### config.mk
export PLATFORM = sky130hd
export DESIGN_NAME = rlpm_ram
export DESIGN_NICKNAME = d
export VERILOG_FILES = /design/src/hw/rtl/rlpm_ram.sv
export SDC_FILE = /design/constraint.sdc
export NUM_CORES = 1
export LEC_CHECK = 0
export BUFFER_PORTS_ARGS = -buffer_cell sky130_fd_sc_hd__clkbuf_2
export CAP_MARGIN = 20
export CORE_MARGIN = 5
export CORE_UTILIZATION = 54
export DETAILED_ROUTE_END_ITERATION = 12
export GPL_TIMING_DRIVEN = 1
export PLACE_DENSITY_LB_ADDON = 0.15
export RECOVER_POWER = 50
export SYNTH_ARGS = -nofsm -noshare
export SYNTH_HDL_FRONTEND = slang
export SYNTH_SLANG_ARGS = --single-unit
### constraint.sdc
create_clock -name i_clk -period 1.8 [get_ports i_clk]
set_input_delay 0.36 -clock i_clk [delete_from_list [all_inputs] [get_ports i_clk]]
set_output_delay 0.36 -clock i_clk [all_outputs]
set_load 0.02 [all_outputs]
### src/hw/rtl/rlpm_ram.sv
// Generic single-port-write, single-read synchronous RAM with registered read.
// No dependencies.
module rlpm_ram #(
    parameter int WIDTH = 8,
    parameter int DEPTH = 16
) (
    input  logic                     i_clk,
    input  logic                     i_we,
    input  logic [$clog2(DEPTH)-1:0] i_waddr,
    input  logic [WIDTH-1:0]         i_wdata,
    input  logic [$clog2(DEPTH)-1:0] i_raddr,
    output logic [WIDTH-1:0]         o_rdata
);
    logic [WIDTH-1:0] r_mem [DEPTH];

    always_ff @(posedge i_clk) begin
        if (i_we) r_mem[i_waddr] <= i_wdata;
        o_rdata <= r_mem[i_raddr];
    end
endmodule

==> impl_metrics.py <==
metrics = {
    "yosys": {
        "netlist_top_cells_count": "edfxtp_1 (128), mux4_2 (18), a22oi_1 (16), mux4_1 (14), nor2_1 (13)",
        "synth_largest_area_cell": "edfxtp_1",
        "seq_area_frac_synth": 0.778,
        "synthesis.instances": 229,
        "flip_flop_and_latch_count_after_synthesis": 136,
        "synth-warning-count": 0,
        "synth_edf_count": 128,
        "synthesis.nets": 247,
        "yosys.cell_types.count": 19,
        "synth_top_area_share": 0.747,
        "async_s_r_ff_share_synth": 0,
        "cell_area_synth_um2": 5150,
        "post_synth_main_area_contributors": "edfxtp_1 (75%), mux4_2 (7.9%), mux4_1 (7.1%)",
        "syn_avg_cell_area_um2": 22.5,
        "post-synth-top-count-cell": "edfxtp_1",
        "yosys_most_used_dff": "edfxtp_1",
    },
    "detailed_routing": {
        "post_drt_via_cell_ratio": 5.58,
        "route.final.wire_length_mm": 9.87,
        "detail-route-antenna-nets": 0,
        "drt-initial-drc-count": 155,
        "drc_errors": 0,
        "via_count": 2409,
        "routed_wire_length_per_instance_um": 22.9,
        "drt_pass1_iterations": 4,
    },
    "clock_tree": {
        "cts-root-to-sink-buffers": 2,
        "buffer_type_at_the_clock_tree_root": "clkbuf_8",
        "worst_path_clk_slew_ns": 0.06,
        "cts.repair_timing.setup_buffer_count": 0,
        "cts_hold_repair.buffers": 0,
        "clock_latency_ns": 0.52,
        "numCtsBuffers": 17,
        "cts_tree": "yes",
        "cts_htree_levels": 4,
        "clock-sinks": 136,
        "post_cts_resized": 0,
    },
    "power": {
        "logic_gate_share_of_total_power": 0.049,
        "power_density_nw_per_um2": 1190,
        "p_int_mw": 5.84,
        "share_seq_of_total_power": 0.485,
        "net-switching-power_mw": 1.50,
        "power.total_mw": 7.34,
        "irDropWorstVdd_mv": 0.695,
        "swShare": 0.205,
        "p_leak_nw": 2.10,
        "share_clk_of_total_power": 0.466,
    },
    "cells_and_area": {
        "final_nets": 308,
        "post_layout_nonfiller_instances": 432,
        "layout_cells_sized_above_1": 0.310,
        "insertedDiodeCount": 0,
        "area_delta_synth_final_pct": 20.1,
        "fill_cells": 634,
    },
    "floorplanning": {
        "boundaryPins": 26,
        "dieHeight_um": 108,
        "floorplan.core_area_um2": 9280,
        "floorplan.die.width_um": 108,
        "row_count": 35,
        "die_area_um2": 11600,
        "initial_core_util": 0.554,
    },
    "sta": {
        "slew-limit-headroom": 0.525,
        "fin_crit_sh": 0.776,
        "rsz0062_at_grt": "false",
        "hold_violations": 0,
        "tightestPinTransition_ns": 0.712,
        "max_freq_ghz": 0.716,
        "period_needed_ns": 1.40,
        "timing.setup.tns_ns": 0,
        "fin_worst_skew_ns": 0.00807,
        "finalSetupViolCount": 0,
        "final_max_slew_viol_count": 0,
    },
    "place": {
        "gp_congestion": 0.754,
        "numPortBuffers": 25,
        "dp.final_hpwl_mm": 6.28,
        "placedCellCount": 400,
    },
    "run": {
        "max-cap-violations": 0,
    },
    "worst_hold_path": {
        "hp-class": "in2reg",
    },
    "setup_path": {
        "critPathSlowestCell": "dfxtp_1",
        "signal_arrival_time_at_the_worst_endpoint_ns": 1.04,
        "crit_required_ns": 1.44,
        "crit_type": "reg2out",
        "endpoint_kind": "output port",
        "dominant_delay_contributor_by_cell_family_on_the_critical_path": "flip-flops",
        "critical_path_buf_inv_count": 1,
        "timing.critical_path.fanout_max": 1,
        "worstPathCellList": "clkbuf_2",
        "critPathMaxStageDelay_ns": 0.34,
        "startpoint_type": "flop",
    },
    "global_routing": {
        "grt_start_max_net_pins": 33,
        "first_global_vias": 2561,
        "grt_overflow": 0,
        "antenna_violations_before_repair": 0,
        "wire_length_of_the_first_global_routing_pass_mm": 15.2,
        "grtUsageTotal": 0.189,
    },
    "status": {
        "run_status": "finished, final reports clean",
    },
}
## per-stage QoR
stage	setup slack [ns]	utilization	hold WS (ns)	cell area, µm²
global placement	0.0233	0.602	0.648	5590
global route	0.333	0.666	0.423	6180
finish	0.403	0.666	0.388	6180
CTS	0.392	0.667	0.278	6200
detailed placement	0.0118	0.602	0.659	5590
floorplan	0.174	-	0.459	5150
## sequential cells by signal (all words and copies together), names as in the netlist
register,flops
o_rdata,8
r_mem,128
## worst paths after layout
| check | from | endpoint | slack (ns) | cells after the start |
|---|---|---|---|---|
| setup / recovery | o_rdata[2]$_DFF_P_ | o_rdata[2] | 0.40 | 1 |
| hold / removal | i_wdata[6] | r_mem[2][6]$_DFFE_PP_ | 0.39 | 1 |
| setup reg to reg | r_mem[0][1]$_DFFE_PP_ | o_rdata[1]$_DFF_P_ | 0.41 | 3 |
| hold reg to reg | r_mem[12][3]$_DFFE_PP_ | o_rdata[3]$_DFF_P_ | 0.67 | 3 |
## cells by family (layout without fill, tap and decap cells)
| group | count (synthesis) | in the layout | share of synthesized area |
|---|---|---|---|
| compound gates | 16 | 16 | 0.0233 |
| buf+inv | 10 | 84 | 0.0168 |
| mux | 32 | 32 | 0.150 |
| simple gates | 35 | 35 | 0.0318 |
| flops | 136 | 136 | 0.778 |
## cell usage in the layout, fill, tap and decap left out, types with 3 or more instances in the layout
| cell type | instances |
|---|---|
| edfxtp_1 | 128 |
| buf_4 | 23 |
| mux4_2 | 18 |
| a22oi_1 | 16 |
| clkbuf_16 | 16 |
| clkbuf_2 | 16 |
| mux4_1 | 14 |
| nor2_1 | 13 |
| clkbuf_1 | 10 |
| nand2_1 | 9 |
| dfxtp_1 | 8 |
| clkinvlp_4 | 6 |
| nor3_1 | 3 |
| bufinv_16 | 3 |
| clkinv_4 | 3 |
| buf_12 | 3 |
## metal layers
layer | GRT usage | share of wire | vias to the layer above | routed length [µm]
met2 | 0.301 | 0.52 | 67 | 5120
met3 | 0.0468 | 0.041 | 13 | 409
met1 | 0.256 | 0.43 | 1236 | 4230
li1 | - | - | 1093 | -
met5 | 0 | 0 | - | 0
met4 | 0.0685 | 0.011 | 0 | 112
## power by group through the flow
stage | combinational, mW | clock, mW | sequential (mW)
finish | 0.360 | 3.42 | 3.56
global route | 0.389 | 3.65 | 3.57
CTS | 0.370 | 3.46 | 3.56
detailed placement | 0.368 | 0 | 3.63
global placement | 0.364 | 0 | 3.62
floorplan | 0.180 | 0 | 3.65
## cell type report
cell class / count / area, µm² / area share
Sequential cell: 136 / 4000 / 0.648
Multi-Input combinational cell: 83 / 1060 / 0.172
Clock buffer: 18 / 428 / 0.0692
Timing Repair Buffer: 52 / 350 / 0.0567
Clock inverter: 14 / 175 / 0.0283
Tap cell: 129 / 161 / 0.0261
Note: power is estimated with default switching activity, not from simulation.
